[src/rtl/core/fuzzy_subsequence_run_matcher_top_defines.svh]
// ----------------------------------------------------------------------------
// fuzzy subsequence run matcher assertion macros
// shared concurrent check helpers, clocked on clk and disabled in reset
// ----------------------------------------------------------------------------
`ifndef FUZZY_SUBSEQUENCE_RUN_MATCHER_TOP_DEFINES_SVH
`define FUZZY_SUBSEQUENCE_RUN_MATCHER_TOP_DEFINES_SVH

// same-cycle implication
`define FSRM_ASSERT_IMP(label, ante, cons) \
	label: assert property (@(posedge clk) disable iff (!arst_n) (ante) |-> (cons)) \
		else $error("fsrm check failed");

// next-cycle implication
`define FSRM_ASSERT_NXT(label, ante, cons) \
	label: assert property (@(posedge clk) disable iff (!arst_n) (ante) |=> (cons)) \
		else $error("fsrm check failed");

`endif

[src/rtl/core/fsrm_pkg.sv]
// ----------------------------------------------------------------------------
// fsrm_pkg
// types, sizes and helpers shared by the fuzzy subsequence run matcher
// ----------------------------------------------------------------------------
`timescale 1ns / 1ps

package fsrm_pkg;

	localparam int MAX_NEEDLE_LEN = 32;
	localparam int MAX_RUNS       = 16;
	localparam int MAX_ITEM_LEN   = 1024;

	localparam int NEEDLE_IDX_W = $clog2(MAX_NEEDLE_LEN);
	localparam int NEEDLE_POS_W = $clog2(MAX_NEEDLE_LEN + 1);
	localparam int LEN_W        = 6;
	localparam int MAX_RUNS_W   = 5;
	localparam int POS_W        = $clog2(MAX_ITEM_LEN + 1);
	localparam int START_W      = $clog2(MAX_ITEM_LEN);
	localparam int SCORE_W      = NEEDLE_POS_W;
	localparam int RUNS_W       = $clog2(MAX_RUNS + 1);
	localparam int RUN_IDX_W    = $clog2(MAX_RUNS);
	localparam int RAM_ADDR_W   = RUN_IDX_W + 1;
	localparam int RAM_DEPTH    = 2 * MAX_RUNS;
	localparam int CFG_ADDR_W   = 6;
	localparam int CFG_DATA_W   = 64;
	localparam int REG_IDX_W    = 3;
	localparam int NEEDLE_WORDS = 4;

	typedef enum logic [REG_IDX_W-1:0] {
		REG_NEEDLE_0_7   = 3'd0,
		REG_NEEDLE_8_15  = 3'd1,
		REG_NEEDLE_16_23 = 3'd2,
		REG_NEEDLE_24_31 = 3'd3,
		REG_NEEDLE_LEN   = 3'd4,
		REG_MAX_RUNS     = 3'd5
	} reg_idx_t;

	typedef struct packed {
		logic [7:0] item_byte;
		logic       byte_valid;
		logic       item_end;
	} item_t;

	typedef struct packed {
		logic [9:0] run_start;
		logic [10:0] run_stop;
		logic [5:0] run_score;
		logic [4:0] run_total;
		logic       no_runs;
		logic       last_of_string;
	} result_t;

	typedef struct packed {
		logic [START_W-1:0] run_start;
		logic [POS_W-1:0]   run_stop;
		logic [SCORE_W-1:0] run_score;
	} run_t;

	localparam int RUN_W = $bits(run_t);

	typedef struct packed {
		logic [MAX_NEEDLE_LEN-1:0][7:0] needle;
		logic [LEN_W-1:0]               needle_len;
		logic [MAX_RUNS_W-1:0]          run_limit;
	} cfg_t;

	// one finished string handed to the result sequencer
	typedef struct packed {
		logic              bank;
		logic [RUNS_W-1:0] count;
		logic              no_runs;
		run_t              final_run;
	} desc_t;

	typedef struct packed {
		logic                  en;
		logic [RAM_ADDR_W-1:0] addr;
		run_t                  data;
	} ram_wr_t;

	function automatic logic [7:0] fold_case(input logic [7:0] c);
		if (c >= 8'h41 && c <= 8'h5A) begin
			return c + 8'h20;
		end
		return c;
	endfunction

endpackage

[src/rtl/core/fuzzy_subsequence_run_matcher_top.sv]
// ----------------------------------------------------------------------------
// fuzzy_subsequence_run_matcher_top
// case-blind subsequence matcher that reports the runs of needle bytes found
// ----------------------------------------------------------------------------
// A byte beat is taken every cycle while no end beat is waiting: it lands in
// an input register and the run tracker folds it into the current run in the
// following cycle. An end beat waits in that input register, holding off the
// beats behind it, until the previous string's results have all been issued
// out of the two-bank run ram, so a string's bytes overlap with the draining
// of the one before. Results leave one beat per cycle while result_ready is
// high, through a registered read of the run ram, so a string with n runs
// gives n result beats (one for a no-runs result). An end beat taken while
// the result sequencer is idle moves from the input register into the
// sequencer's descriptor registers, its read stage and the result register.
`timescale 1ns / 1ps

module fuzzy_subsequence_run_matcher_top (
	input  logic                            clk,
	input  logic                            arst_n,
	input  logic                            psel,
	input  logic                            penable,
	input  logic                            pwrite,
	input  logic [fsrm_pkg::CFG_ADDR_W-1:0] paddr,
	input  logic [fsrm_pkg::CFG_DATA_W-1:0] pwdata,
	output logic [fsrm_pkg::CFG_DATA_W-1:0] prdata,
	output logic                            pready,
	input  logic                            item_valid,
	output logic                            item_ready,
	input  fsrm_pkg::item_t                 item,
	output logic                            result_valid,
	input  logic                            result_ready,
	output fsrm_pkg::result_t               result
);

	import fsrm_pkg::*;

	cfg_t                  cfg;
	desc_t                 desc;
	logic                  desc_valid;
	logic                  desc_ready;
	ram_wr_t               ram_wr;
	logic                  ram_re;
	logic [RAM_ADDR_W-1:0] ram_raddr;
	logic [RUN_W-1:0]      ram_rdata;

	fsrm_cfg u_cfg (
		.clk     (clk),
		.arst_n  (arst_n),
		.psel    (psel),
		.penable (penable),
		.pwrite  (pwrite),
		.paddr   (paddr),
		.pwdata  (pwdata),
		.prdata  (prdata),
		.pready  (pready),
		.cfg     (cfg)
	);

	fsrm_match u_match (
		.clk        (clk),
		.arst_n     (arst_n),
		.cfg        (cfg),
		.item_valid (item_valid),
		.item_ready (item_ready),
		.item       (item),
		.desc_valid (desc_valid),
		.desc_ready (desc_ready),
		.desc       (desc),
		.ram_wr     (ram_wr)
	);

	fsrm_ram #(
		.WIDTH (RUN_W),
		.DEPTH (RAM_DEPTH)
	) u_run_ram (
		.clk   (clk),
		.we    (ram_wr.en),
		.waddr (ram_wr.addr),
		.wdata (ram_wr.data),
		.re    (ram_re),
		.raddr (ram_raddr),
		.rdata (ram_rdata)
	);

	fsrm_drain u_drain (
		.clk          (clk),
		.arst_n       (arst_n),
		.desc_valid   (desc_valid),
		.desc_ready   (desc_ready),
		.desc         (desc),
		.ram_re       (ram_re),
		.ram_raddr    (ram_raddr),
		.ram_rdata    (ram_rdata),
		.result_valid (result_valid),
		.result_ready (result_ready),
		.result       (result)
	);

endmodule

[src/rtl/core/fsrm_ram.sv]
// ----------------------------------------------------------------------------
// fsrm_ram
// generic single write port ram with one registered read port
// ----------------------------------------------------------------------------
`timescale 1ns / 1ps

module fsrm_ram #(
	parameter int WIDTH = 27,
	parameter int DEPTH = 32
) (
	input  logic                     clk,
	input  logic                     we,
	input  logic [$clog2(DEPTH)-1:0] waddr,
	input  logic [WIDTH-1:0]         wdata,
	input  logic                     re,
	input  logic [$clog2(DEPTH)-1:0] raddr,
	output logic [WIDTH-1:0]         rdata
);

	logic [WIDTH-1:0] mem [DEPTH];

	always_ff @(posedge clk) begin
		if (we) begin
			mem[waddr] <= wdata;
		end
		// read data holds while re is low
		if (re) begin
			rdata <= mem[raddr];
		end
	end

endmodule

[src/rtl/core/fsrm_cfg.sv]
// ----------------------------------------------------------------------------
// fsrm_cfg
// apb register file for the needle, its length and the run limit
// ----------------------------------------------------------------------------
`timescale 1ns / 1ps

module fsrm_cfg (
	input  logic                            clk,
	input  logic                            arst_n,
	input  logic                            psel,
	input  logic                            penable,
	input  logic                            pwrite,
	input  logic [fsrm_pkg::CFG_ADDR_W-1:0] paddr,
	input  logic [fsrm_pkg::CFG_DATA_W-1:0] pwdata,
	output logic [fsrm_pkg::CFG_DATA_W-1:0] prdata,
	output logic                            pready,
	output fsrm_pkg::cfg_t                  cfg
);

	import fsrm_pkg::*;

	logic [NEEDLE_WORDS-1:0][CFG_DATA_W-1:0] needle_q;
	logic [LEN_W-1:0]                        needle_length_q;
	logic [MAX_RUNS_W-1:0]                   max_runs_q;
	logic                                    wr;
	reg_idx_t                                idx;

	assign pready = 1'b1;
	assign wr     = psel & penable & pwrite;
	assign idx    = reg_idx_t'(paddr[CFG_ADDR_W-1:3]);

	always_ff @(posedge clk or negedge arst_n) begin
		if (!arst_n) begin
			needle_q        <= '0;
			needle_length_q <= '0;
			max_runs_q      <= MAX_RUNS_W'(MAX_RUNS);
		end else if (wr) begin
			unique case (idx)
				REG_NEEDLE_0_7:   needle_q[0] <= pwdata;
				REG_NEEDLE_8_15:  needle_q[1] <= pwdata;
				REG_NEEDLE_16_23: needle_q[2] <= pwdata;
				REG_NEEDLE_24_31: needle_q[3] <= pwdata;
				REG_NEEDLE_LEN:   needle_length_q <= pwdata[LEN_W-1:0];
				REG_MAX_RUNS:     max_runs_q <= pwdata[MAX_RUNS_W-1:0];
				default: begin
				end
			endcase
		end
	end

	always_comb begin
		unique case (idx)
			REG_NEEDLE_0_7:   prdata = needle_q[0];
			REG_NEEDLE_8_15:  prdata = needle_q[1];
			REG_NEEDLE_16_23: prdata = needle_q[2];
			REG_NEEDLE_24_31: prdata = needle_q[3];
			REG_NEEDLE_LEN:   prdata = CFG_DATA_W'(needle_length_q);
			REG_MAX_RUNS:     prdata = CFG_DATA_W'(max_runs_q);
			default:          prdata = '0;
		endcase
	end

	// lengths above the hardware limits clamp to them
	always_comb begin
		cfg.needle     = needle_q;
		cfg.needle_len = (needle_length_q > LEN_W'(MAX_NEEDLE_LEN)) ?
			LEN_W'(MAX_NEEDLE_LEN) : needle_length_q;
		cfg.run_limit  = (max_runs_q > MAX_RUNS_W'(MAX_RUNS)) ?
			MAX_RUNS_W'(MAX_RUNS) : max_runs_q;
	end

endmodule

[src/rtl/core/fsrm_match.sv]
// ----------------------------------------------------------------------------
// fsrm_match
// input register and per-byte run tracker; closed runs go to the run ram
// ----------------------------------------------------------------------------
`timescale 1ns / 1ps

module fsrm_match (
	input  logic              clk,
	input  logic              arst_n,
	input  fsrm_pkg::cfg_t    cfg,
	input  logic              item_valid,
	output logic              item_ready,
	input  fsrm_pkg::item_t   item,
	output logic              desc_valid,
	input  logic              desc_ready,
	output fsrm_pkg::desc_t   desc,
	output fsrm_pkg::ram_wr_t ram_wr
);

	import fsrm_pkg::*;

	logic                    in_valid_s1;
	item_t                   in_s1;

	logic [NEEDLE_POS_W-1:0] needle_pos_q;
	logic [POS_W-1:0]        item_pos_q;
	logic [RUNS_W-1:0]       runs_held_q;
	logic                    stopped_q;
	logic                    bank_q;
	run_t                    cur_q;

	logic                    fire;
	logic                    in_range;
	logic                    hit;
	logic                    extend;
	logic                    full;
	logic                    open;
	logic [7:0]              needle_byte;
	logic [NEEDLE_POS_W-1:0] needle_pos_n;
	logic [POS_W-1:0]        item_pos_n;
	logic [RUNS_W-1:0]       runs_n;
	logic [RUNS_W-1:0]       last_idx;
	logic                    stopped_n;
	run_t                    cur_n;

	assign fire       = in_valid_s1 && (!in_s1.item_end || desc_ready);
	assign item_ready = !in_valid_s1 || fire;
	assign desc_valid = in_valid_s1 && in_s1.item_end;

	assign needle_byte = cfg.needle[needle_pos_q[NEEDLE_IDX_W-1:0]];
	assign in_range    = item_pos_q < POS_W'(MAX_ITEM_LEN);
	assign hit = in_s1.byte_valid && in_range && !stopped_q &&
		(needle_pos_q < cfg.needle_len) &&
		(fold_case(needle_byte) == fold_case(in_s1.item_byte));
	// a match right after the current run's last byte extends it
	assign extend   = hit && (runs_held_q != '0) && (cur_q.run_stop == item_pos_q);
	assign full     = hit && !extend && (runs_held_q >= cfg.run_limit);
	assign open     = hit && !extend && !full;
	assign last_idx = runs_held_q - RUNS_W'(1);

	always_comb begin
		needle_pos_n = needle_pos_q + NEEDLE_POS_W'(extend || open);
		item_pos_n   = item_pos_q + POS_W'(in_s1.byte_valid && in_range);
		runs_n       = runs_held_q + RUNS_W'(open);
		stopped_n    = stopped_q | full;
		cur_n        = cur_q;
		if (extend) begin
			cur_n.run_stop  = item_pos_q + POS_W'(1);
			cur_n.run_score = cur_q.run_score + SCORE_W'(1);
		end else if (open) begin
			cur_n.run_start = item_pos_q[START_W-1:0];
			cur_n.run_stop  = item_pos_q + POS_W'(1);
			cur_n.run_score = SCORE_W'(1);
		end
	end

	always_comb begin
		ram_wr.en   = fire && open && (runs_held_q != '0);
		ram_wr.addr = {bank_q, last_idx[RUN_IDX_W-1:0]};
		ram_wr.data = cur_q;
	end

	always_comb begin
		desc.bank      = bank_q;
		desc.count     = runs_n;
		desc.no_runs   = !((stopped_n || (needle_pos_n == cfg.needle_len)) &&
			(runs_n != '0));
		desc.final_run = cur_n;
	end

	always_ff @(posedge clk or negedge arst_n) begin
		if (!arst_n) begin
			in_valid_s1  <= 1'b0;
			needle_pos_q <= '0;
			item_pos_q   <= '0;
			runs_held_q  <= '0;
			stopped_q    <= 1'b0;
			bank_q       <= 1'b0;
		end else begin
			if (item_ready) begin
				in_valid_s1 <= item_valid;
			end
			if (fire) begin
				if (in_s1.item_end) begin
					needle_pos_q <= '0;
					item_pos_q   <= '0;
					runs_held_q  <= '0;
					stopped_q    <= 1'b0;
					bank_q       <= !bank_q;
				end else begin
					needle_pos_q <= needle_pos_n;
					item_pos_q   <= item_pos_n;
					runs_held_q  <= runs_n;
					stopped_q    <= stopped_n;
				end
			end
		end
	end

	always_ff @(posedge clk) begin
		if (item_ready) begin
			in_s1 <= item;
		end
		if (fire) begin
			cur_q <= cur_n;
		end
	end

endmodule

[src/rtl/core/fsrm_drain.sv]
// ----------------------------------------------------------------------------
// fsrm_drain
// result sequencer: walks a finished string's runs out of the run ram
// ----------------------------------------------------------------------------
`timescale 1ns / 1ps
`include "fuzzy_subsequence_run_matcher_top_defines.svh"

module fsrm_drain (
	input  logic                            clk,
	input  logic                            arst_n,
	input  logic                            desc_valid,
	output logic                            desc_ready,
	input  fsrm_pkg::desc_t                 desc,
	output logic                            ram_re,
	output logic [fsrm_pkg::RAM_ADDR_W-1:0] ram_raddr,
	input  logic [fsrm_pkg::RUN_W-1:0]      ram_rdata,
	output logic                            result_valid,
	input  logic                            result_ready,
	output fsrm_pkg::result_t               result
);

	import fsrm_pkg::*;

	logic              active_q;
	logic              bank_q;
	logic              no_runs_q;
	logic [RUNS_W-1:0] count_q;
	logic [RUNS_W-1:0] idx_q;
	run_t              final_q;

	logic              valid_s1;
	logic              from_ram_s1;
	run_t              run_s1;
	logic [RUNS_W-1:0] total_s1;
	logic              no_runs_s1;
	logic              last_s1;

	logic              result_valid_q;
	result_t           result_q;

	logic              move;
	logic              issue;
	logic              more_ram;
	logic              issue_last;
	logic              load;
	run_t              run_sel;

	assign load       = desc_valid && !active_q;
	assign desc_ready = !active_q;
	assign move       = valid_s1 && (!result_valid_q || result_ready);
	assign issue      = active_q && (!valid_s1 || move);
	// every run but the last sits in the ram, the last one in final_q
	assign more_ram   = !no_runs_q && ((idx_q + RUNS_W'(1)) != count_q);
	assign ram_re     = issue && more_ram;
	assign ram_raddr  = {bank_q, idx_q[RUN_IDX_W-1:0]};
	assign issue_last = issue && !more_ram;
	assign run_sel    = from_ram_s1 ? run_t'(ram_rdata) : run_s1;

	assign result_valid = result_valid_q;
	assign result       = result_q;

	always_ff @(posedge clk or negedge arst_n) begin
		if (!arst_n) begin
			active_q       <= 1'b0;
			valid_s1       <= 1'b0;
			from_ram_s1    <= 1'b0;
			result_valid_q <= 1'b0;
		end else begin
			if (load) begin
				active_q <= 1'b1;
			end else if (issue_last) begin
				active_q <= 1'b0;
			end
			if (issue) begin
				valid_s1    <= 1'b1;
				from_ram_s1 <= more_ram;
			end else if (move) begin
				valid_s1 <= 1'b0;
			end
			if (move) begin
				result_valid_q <= 1'b1;
			end else if (result_ready) begin
				result_valid_q <= 1'b0;
			end
		end
	end

	always_ff @(posedge clk) begin
		if (load) begin
			bank_q    <= desc.bank;
			no_runs_q <= desc.no_runs;
			count_q   <= desc.count;
			final_q   <= desc.final_run;
			idx_q     <= '0;
		end else if (ram_re) begin
			idx_q <= idx_q + RUNS_W'(1);
		end
		if (issue) begin
			last_s1    <= !more_ram;
			no_runs_s1 <= no_runs_q;
			total_s1   <= no_runs_q ? '0 : count_q;
			run_s1     <= no_runs_q ? '0 : final_q;
		end
		if (move) begin
			result_q.run_start      <= 10'(run_sel.run_start);
			result_q.run_stop       <= 11'(run_sel.run_stop);
			result_q.run_score      <= 6'(run_sel.run_score);
			result_q.run_total      <= 5'(total_s1);
			result_q.no_runs        <= no_runs_s1;
			result_q.last_of_string <= last_s1;
		end
	end

	`FSRM_ASSERT_IMP(a_ram_read_in_range, ram_re, (idx_q + RUNS_W'(1)) < count_q)
	`FSRM_ASSERT_IMP(a_no_runs_single, valid_s1 && no_runs_s1, last_s1 && (total_s1 == '0))
	`FSRM_ASSERT_NXT(a_last_beat_ends_string, issue_last, !active_q)

endmodule
[config.mk]
export PLATFORM = sky130hd
export DESIGN_NAME = fuzzy_subsequence_run_matcher_top
export DESIGN_NICKNAME = d
export VERILOG_FILES = /design/src/rtl/core/fsrm_pkg.sv /design/src/rtl/core/fuzzy_subsequence_run_matcher_top.sv /design/src/rtl/core/fsrm_ram.sv /design/src/rtl/core/fsrm_cfg.sv /design/src/rtl/core/fsrm_match.sv /design/src/rtl/core/fsrm_drain.sv
export VERILOG_INCLUDE_DIRS = /design/src /design/src/rtl/core
export SDC_FILE = /design/constraint.sdc
export NUM_CORES = 1
export LEC_CHECK = 0
export BUFFER_PORTS_ARGS = -buffer_cell sky130_fd_sc_hd__buf_2
export CAP_MARGIN = 10
export CORE_MARGIN = 2
export CORE_UTILIZATION = 44
export DETAILED_ROUTE_END_ITERATION = 12
export PLACE_DENSITY_LB_ADDON = 0.2
export RECOVER_POWER = 100
export SLEW_MARGIN = 30
export SYNTH_ARGS = -nofsm -noshare
export SYNTH_HDL_FRONTEND = slang
export SYNTH_SLANG_ARGS = --single-unit
export TNS_END_PERCENT = 1
[constraint.sdc]
create_clock -name clk -period 12.7 [get_ports clk]
set_clock_uncertainty 0.2 [all_clocks]
set_input_delay 0 -clock clk [delete_from_list [all_inputs] [get_ports clk]]
set_output_delay 0 -clock clk [all_outputs]
set_load 0.05 [all_outputs]
Word-level counts from Yosys, hierarchy flattened
Memory sizes are Yosys's and may differ from the RTL's. A register that Yosys moved wholly into a read port is not among the register bits.
Index checks and enable logic that the tools add are counted.
Widths: inputs -> output; s select.

word-level totals
  register bits = 440
  RAM bits = 864
  bits of input ports = 87
  logic and storage cells = 153
  memories = 1

memory list
  memory         words  bits a word  read ports  clocked after memory_dff  wr ports  RTL line        RTL
  u_run_ram.mem  32     27           1           1                         1         fsrm_ram.sv:20  logic [WIDTH-1:0] mem [DEPTH];

cells by class
  $add $sub $neg = 9
  order comparisons = 10
  eq/ne operators = 9
  mux-type cells = 27
  bitwise operators = 3
  reductions and logical operators = 53

operator list
  kind                   number
  $pmux 64 s6            1
  $mux 27                2
  $bmux 8 s5             1
  $mux 8                 5
  $logic_and 1x1->1      22
  $mux 17                1
  $add 8x6->8 const B    2
  $ge 8x7->1 const B     2
  $le 8x7->1 const B     2
  $reduce_and 2->1       7
  $logic_not 1->1        12
  $mux 6                 2
  $add 11x1->11          1
  $add 11x1->11 const B  1
  $eq 11x11->1           1
  $lt 11x11->1 const B   1
  $mux 1                 11
  $mux 11                1
  $mux 10                1
  $mux 5                 2
  $reduce_bool 5->1      2
  $eq 8x8->1             1
  $add 6x1->6            1
  $add 6x1->6 const B    1
  other kinds (18)       28

Depth between registers and ports, before layout
Gate-level depths: netlist (run 1).

  word-level depth = 21
  mapped depth = 26
  depth with buffers taken out = 20

Hierarchy
A second synthesis (run 1) with hierarchy kept.

unflattened totals
  cell total of the unflattened synthesis = 3527
  area, all modules = 57243.7 sq um

modules (own cells, without submodules)
  module      instances  cells an instance  area each (sq um)  sequential area each (sq um)
  fsrm_ram    1          1915               34491.8            26755.7
  fsrm_cfg    1          761                12338.1            6682.7
  fsrm_match  1          624                6248.5             1736.7
  fsrm_drain  1          227                4165.2             3263.1

Least setup slack after synthesis (run 1)
OpenSTA, ideal clock, no wires.

  path kind = reg-to-reg
  start = reg u_match.needle_pos_q[0]
  end = mem u_run_ram.mem[2][0], enable pin
  setup time = 445 ps
  data arrival time = 5315 ps
  slack = 6740 ps
  cell stages (with the launch flop) = 14
  clock period less this slack = 5960 ps
  path through = dfrtp_1 buf_6 buf_6 buf_2 mux4_2 mux4_2 mux2_2 ha_1 xnor3_1 nor2_1 mux2_4 nand4_4 buf_2 nor3_1

between the ends
  longest elaborated chain between the ends = 19

ends and longest elaborated chain
  what                                             RTL line                            RTL
  start: declaration                               fsrm_match.sv:25                    logic [NEEDLE_POS_W-1:0] needle_pos_q;
  start signal: assignment                         fsrm_match.sv:111                   needle_pos_q <= needle_pos_n;
  $bmux 8 s5                                       fsrm_match.sv:50                    assign needle_byte = cfg.needle[needle_pos_q[NEEDLE_IDX_W-1:0]];
  $mux 8 (implied by the code)                     fsrm_match.sv:50
  $ge 8x7->1 / $le 8x7->1 (equally long branches)  fsrm_pkg.sv:82                      if (c >= 8'h41 && c <= 8'h5A) begin
  $logic_and 1x1->1                                fsrm_pkg.sv:82
  $mux 1                                           fsrm_pkg.sv:82
  $mux 8                                           fsrm_pkg.sv:85                      return c;
  $eq 8x8->1                                       fsrm_match.sv:54                    (fold_case(needle_byte) == fold_case(in_s1.item_byte));
  $logic_and 1x1->1 *                              fsrm_match.sv:53                    (needle_pos_q < cfg.needle_len) &&
  $logic_and 1x1->1 (2 in a row)                   fsrm_match.sv:56                    assign extend = hit && (runs_held_q != '0) && (cur_q.run_stop == item_pos_q);
  $logic_not 1->1                                  fsrm_match.sv:57, fsrm_match.sv:58
  $logic_and 1x1->1 *                              fsrm_match.sv:57, fsrm_match.sv:58
  $logic_and 1x1->1                                fsrm_match.sv:57                    assign full = hit && !extend && (runs_held_q >= cfg.run_limit);
  $logic_not 1->1                                  fsrm_match.sv:58                    assign open = hit && !extend && !full;
  $logic_and 1x1->1 *                              fsrm_match.sv:58
  $logic_and 1x1->1 * (2 in a row)                 fsrm_match.sv:78                    ram_wr.en = fire && open && (runs_held_q != '0);
  $mux 1 *                                         fsrm_ram.sv:23                      if (we) begin
  $mux 1 (implied by the code) *                   fsrm_ram.sv:24                      mem[waddr] <= wdata;
  end: declaration                                 fsrm_ram.sv:20

Mark *: on every way between the ends. The rest lies on a longest branch, timed or not. The select of a mux whose other input is x is not followed.

Final worst setup path (run 1)
  start = reg u_match.needle_pos_q[0]
  end = mem u_run_ram.mem[31][22], enable pin

The elaborated chain is that of the path after synthesis.

==> out/qor.yml, run 1 <==
drc: 0
pre_cts_slack_ns: 5.72
ys.flop_type: "edfxtp_1"
power_mw: 11.1
core_area_um2: 125000
fin_cells: 5108
gp_congestion: 0.857
initial_core_util: 0.442
timing.final.ws_setup_ns: 3.27
relSlewSlack: -3.24
worst_pin_slew_ns: 6.35
viasPerCell: 5.86
violations: "max-capacitance violations, max-slew violations"
power_density_nw_per_um2: 174
cts_resized: 0
avgSynthCellArea_um2: 18.9
overflow: 0
ys_types: 70
fin_nets: 3456
setup_violations: 0
finalHoldViolCount: 0
dp_hpwl_um: 85100
numCtsBuffers: 144
worstReg2RegStart: "u_match.needle_pos_q[0]"
yosysTopAreaCell: "edfxtp_1"
required_ns: 12.84
syn_inst: 2931
rsz0062_at_grt: "no"
cts_root_buf: "clkbuf_16"
startpoint: "u_match.needle_pos_q[0]"
grt_start_max_net_pins: 186
status: "complete, but fails checks"
finalCritPeriodShare: 0.742
dr.pass1.iters: 6
cp.arrival_ns: 9.57
ys_seq_area_frac: 0.694
yosysTopAreaCellShare: 0.559
finalSetupTns_ns: 0
fin_crit_ns: 9.43
area_growth_pct: 15.7
dp.cells: 4668
die_area_um2: 129000
fp.dieW_um: 359
irDropWorstVdd_uv: 163
clock_latency_ns: 0.77
wirelength_um: 145000
grt_pass1_vias: 31030
wl_per_cell_um: 28.5
drv_slew: 1114
whs_ns: 0.149
drive_above_1_share: 0.275
cts_sinks: 1331
timing.rr.end: "u_run_ram.mem[31][22]"
grt_pass1_wl_um: 210000
port_buffers: 183
worstPathMaxFanout: 50
p_leak_nw: 21.7
r2r_setup_slack_ns: 3.27
ys_ff_latch: 1331
ant_nets: 0
cts.clk_slew.worst_paths_ns: 0.06
max_freq_mhz: 106
crit_path_end_kind: "flop"
die_h_um: 359
h-tree-depth: 4
antenna_found_initial: 9
synth.area.top_cells: "edfxtp_1, dfrtp_1, mux4_2"
async_flop_share: 0.222
startpoint_type: "flop"
min_path_cells: 6
ctsHoldBuffers: 163
synth_edf_count: 1030
via_count: 29911
num_rows: 130
syn_nets: 3039
cts_buffer_depth: 3
cts_tree: "done"
syn-cell-area_um2: 55400
crit_type: "reg2reg"
cap_viol_max_count: 28
drt-initial-drc-count: 2934
worstHoldPathType: "in2reg"
num_io_pins: 188
hold_end: "u_cfg.max_runs_q[4]"
min_from: "psel"
rr_worst_depth: 12
yosys_warnings: 0
grt.total_usage: 0.226
post_cts_buffers: 0
cells by family (layout without fill, tap and decap cells):
logic type / after synthesis / count (layout) / synth area share
AOI/OAI and AO/OA: 250 / 250 / 0.0324
and+or+nand+nor: 345 / 345 / 0.0329
buffers and inverters: 192 / 717 / 0.0150
DFF: 1331 / 1331 / 0.694
xor gates and xnor gates: 59 / 59 / 0.00958
other: 1 / 3 / 0.0000677
adders and majority gates: 21 / 21 / 0.00475
muxes: 732 / 732 / 0.211
critical path: stages, from the launching register on:
cell      delay, ns
dfrtp_4        0.99
clkbuf_1       2.53
mux4_2         0.75
mux4_2         0.48
mux2_1         0.49
ha_1           0.39
nor3_1         0.20
o211ai_1       0.16
o211ai_1       0.34
nand4_4        0.12
buf_4          0.34
nor4_1         0.51
clkbuf_1       1.33
cells in the mapped netlist, drive strengths merged (3+ instances only):
cell type / count
a21oi: 34
buf: 60
nor2b: 48
inv: 12
a211oi: 7
nand2: 117
nor2: 42
o21ai: 19
edfxtp: 1030
dfrtp: 295
nor3: 36
nor3b: 5
a21o: 7
and2: 6
mux2: 353
o41ai: 6
and3: 5
a22oi: 147
a22o: 3
xor2: 28
nor4: 12
mux4: 308
or2: 5
xnor2: 30
dfxtp: 5
ha: 21
nor4b: 3
nand4: 10
nand3: 21
o22ai: 5
nand3b: 8
clkbuf: 118
nand2b: 9
or3: 9
mux2i: 71
final cells by class:
class	count	area [µm²]
fill	10121	61200
sequential	1331	38500
multi-input combinational	1408	16000
clock buffer	189	3870
timing repair buffer	449	2980
tap	1650	2060
clock inverter	65	566
inverter	14	52.6
antenna	2	5.00
where the power goes:
part	internal (mW)	switching [mW]	leakage (nW)
sequential	5.30	0.324	13.2
clock	2.28	1.68	2.15
combinational	0.565	0.999	6.34
total	8.14	3.01	21.7
cell usage in the layout, fill, tap and decap left out, types with 30 or more instances in the layout:
cell type,Yosys,layout
clkbuf_1,118,205
nand2_1,117,117
nor2b_1,48,45
mux2_2,340,297
nor2_1,42,37
a22oi_1,147,147
mux4_2,308,308
buf_2,11,81
mux2_1,0,55
clkbuf_16,0,146
buf_4,5,34
a21oi_1,34,34
edfxtp_1,1030,1030
dlygate4sd3_1,0,162
nor3_1,36,35
dfrtp_1,295,293
xnor2_1,30,30
mux2i_1,71,71
flip-flops by register name (all words and copies together) (netlist names), 5 cells and up:
name                   count
u_run_ram.mem            864
u_match.item_pos_q        11
u_drain.run_s1            27
u_match.runs_held_q        5
u_match.ram_wr            27
u_cfg.max_runs_q           5
u_drain.result            34
u_cfg.needle_length_q      6
u_cfg.cfg                256
u_drain.count_q            5
u_match.in_s1             10
u_run_ram.rdata           27
u_drain.final_q           27
u_match.needle_pos_q       6
u_drain.idx_q              5
u_drain.total_s1           5
routing by layer:
metal,vias up,global-route usage,routed length [µm],share of wire
met1,15977,0.300,60000,0.41
met3,262,0.0408,8240,0.057
met5,-,0,69,0.00047
met4,10,0.0688,3840,0.026
li1,12682,-,-,-
met2,980,0.380,73200,0.50
worst max path at each step:
stage                             to  slack, ns  depth (start not counted)
6_report       u_run_ram.mem[31][22]       3.27                         12
5_1_grt        u_run_ram.mem[31][22]       2.75                         12
4_1_cts            u_drain.no_runs_q       5.70                         18
3_5_place_dp       u_drain.no_runs_q       5.72                         18
3_3_place_gp       u_drain.no_runs_q       5.79                         18
2_1_floorplan    u_run_ram.mem[2][0]       6.74                         13
per-stage QoR:
stage / util / cell area, µm²
after global routing: 0.511 / 64000
final: 0.511 / 64000
after global placement: 0.467 / 58500
after floorplan: - / 55400
after CTS: 0.516 / 64600
after detailed placement: 0.467 / 58500
Note: power is estimated with default switching activity, not from simulation.
==> inputs of run 2 (changes only) <==
==> constraint.sdc (replaced) <==
create_clock -name clk -period 8.5 [get_ports clk]
set_clock_uncertainty 0.2 [all_clocks]
set_input_delay 0 -clock clk [delete_from_list [all_inputs] [get_ports clk]]
set_output_delay 0 -clock clk [all_outputs]
set_load 0.05 [all_outputs]
==> out/qor.yml, run 2 (same netlist as run 1, synthesis figures left out) <==
dp.cells: 4666  # -0.043%
worstHoldPathType: "in2reg"
via_count: 30087  # +0.59%
wirelength_um: 147000  # +1.2%
cts_sinks: 1331  # unchanged
overflow: 0  # unchanged
grt_pass1_wl_um: 212000  # +0.58%
r2r_setup_slack_ns: 1.19  # -2.08 ns
layout_common_cells: "edfxtp_1, mux4_2, mux2_2"
die_area_um2: 129000  # unchanged
power_density_nw_per_um2: 260  # +49%
fin_nets: 3456  # unchanged
grt.total_usage: 0.228  # +0.00162
die_h_um: 359  # unchanged
grt_pass1_vias: 30887  # -0.46%
largest_register_ffs: 864  # unchanged
dr.pass1.iters: 6  # unchanged
clock_latency_ns: 0.75  # -0.02 ns
final_common_cell: "edfxtp_1"
num_io_pins: 188  # unchanged
cp.arrival_ns: 7.43  # -2.14 ns
largest_register: "u_run_ram.mem"
setup_violations: 0  # unchanged
numCtsBuffers: 140  # -2.8%
worstPathMaxFanout: 38  # -24%
startpoint: "u_match.needle_pos_q[0]"
status: "complete, but fails checks"
relSlewSlack: -2.20  # +1.04
design_area_um2: 64100  # about the same
cts_buffer_depth: 3  # unchanged
fin_crit_ns: 7.31  # -2.12 ns
dp_hpwl_um: 86000  # +1.2%
startpoint_type: "flop"
fin_cells: 5108  # unchanged
h-tree-depth: 4  # unchanged
worst_pin_slew_ns: 4.79  # -1.56 ns
crit_type: "reg2reg"
irDropWorstVdd_uv: 215  # +32%
placed_cell_area_um2: 58500  # about the same
gp_congestion: 0.847  # -1.2%
grt_start_max_net_pins: 189  # +1.6%
cts.clk_slew.worst_paths_ns: 0.06  # about the same
required_ns: 8.62  # -4.22 ns
diodes: 0  # -2
finalSetupTns_ns: 0  # unchanged
drc: 0  # unchanged
wl_per_cell_um: 28.8  # +1.2%
min_from: "pwdata[6]"
drive_above_1_share: 0.277  # +0.00244
violations: "max-capacitance violations, max-slew violations"
worstReg2RegStart: "u_match.needle_pos_q[0]"
cts_tree: "done"
finalCritPeriodShare: 0.860  # +0.117
finalHoldViolCount: 0  # unchanged
core_area_um2: 125000  # unchanged
viasPerCell: 5.89  # +0.59%
ant_nets: 0  # unchanged
final_util: 0.512  # about the same
crit_path_end_kind: "flop"
port_buffers: 183  # unchanged
cts_root_buf: "clkbuf_16"
drt-initial-drc-count: 3114  # +6.1%
area_growth_pct: 15.8  # about the same
num_rows: 130  # unchanged
drv_slew: 838  # -25%
cap_viol_max_count: 25  # -11%
rsz0062_at_grt: "no"
max_freq_mhz: 137  # +29%
antenna_found_initial: 3  # -6
p_leak_nw: 21.7  # +0.20%
fp.dieW_um: 359  # unchanged
initial_core_util: 0.442  # unchanged
run 2: cell types whose count changed in the layout (fill, tap and decap cells not counted), sizes merged:
cell         before  now
dlygate4sd3     162  163
inv              21   18
buf             119  110
clkbuf          357  367
diode             2    0
clkinv           45   52
clkinvlp          7    2
bufinv            6    7
run 2: worst max-delay path: stages, from the launching register on:
cell and delay [ns]:
dfrtp_4 0.87, buf_4 0.52, mux4_2 0.58, mux4_2 0.48, mux2_1 0.49, ha_1 0.28
xnor3_1 0.35, nor2_1 0.12, mux2_1 0.29, nand4_4 0.42, clkbuf_1 0.64, nor4_4 0.39
clkbuf_2 1.14
run 2: layout make-up:
type                    instances  area, µm²
repair buffers                453       3020
fillers                     10116      61100
multi-input cells            1408      16100
clock buffers                 187       3820
flip-flops and latches       1331      38500
inverters                      14       52.6
clock inverters                65        614
well taps                    1650       2060
run 2: path summary, 6_finish.rpt:
path	depth (start not counted)	to
max reg2reg	12	u_run_ram.mem[15][24]
max in group asynchronous	5	u_cfg.cfg[221]
min in group asynchronous	3	u_cfg.max_runs_q[4]
max	12	u_run_ram.mem[15][24]
min	3	u_cfg.cfg[145]
min reg2reg	0	u_drain.result[2]
run 2: stage by stage:
stage	hold slack (ns)	power (mW)	setup WS (ns)
detailed placement	-0.0689	10.8	2.03
global route	0.0503	17.2	0.975
CTS	0.0365	16.8	2.00
global placement	-0.108	10.7	2.04
finish	0.0877	16.6	1.19
floorplan	-0.496	9.90	2.54
run 2: what timing repair did:
item,CTS,global route
resized for setup,0,0
setup buffers,0,0
hold buffers,164,0
hold endpoints to repair,420,0
run 2: where the power goes:
| part | switching [mW] | total, mW | internal (mW) |
|---|---|---|---|
| combinational | 1.48 | 2.32 | 0.844 |
| sequential | 0.505 | 8.42 | 7.91 |
| clock | 2.51 | 5.91 | 3.39 |
| total | 4.49 | 16.6 | 12.2 |
run 2: layer usage:
| metal | GRT usage | wire length, µm |
|---|---|---|
| met1 | 0.305 | 59800 |
| met2 | 0.387 | 74500 |
| met3 | 0.0353 | 8830 |
| met4 | 0.0657 | 3910 |
| met5 | 0 | 38 |
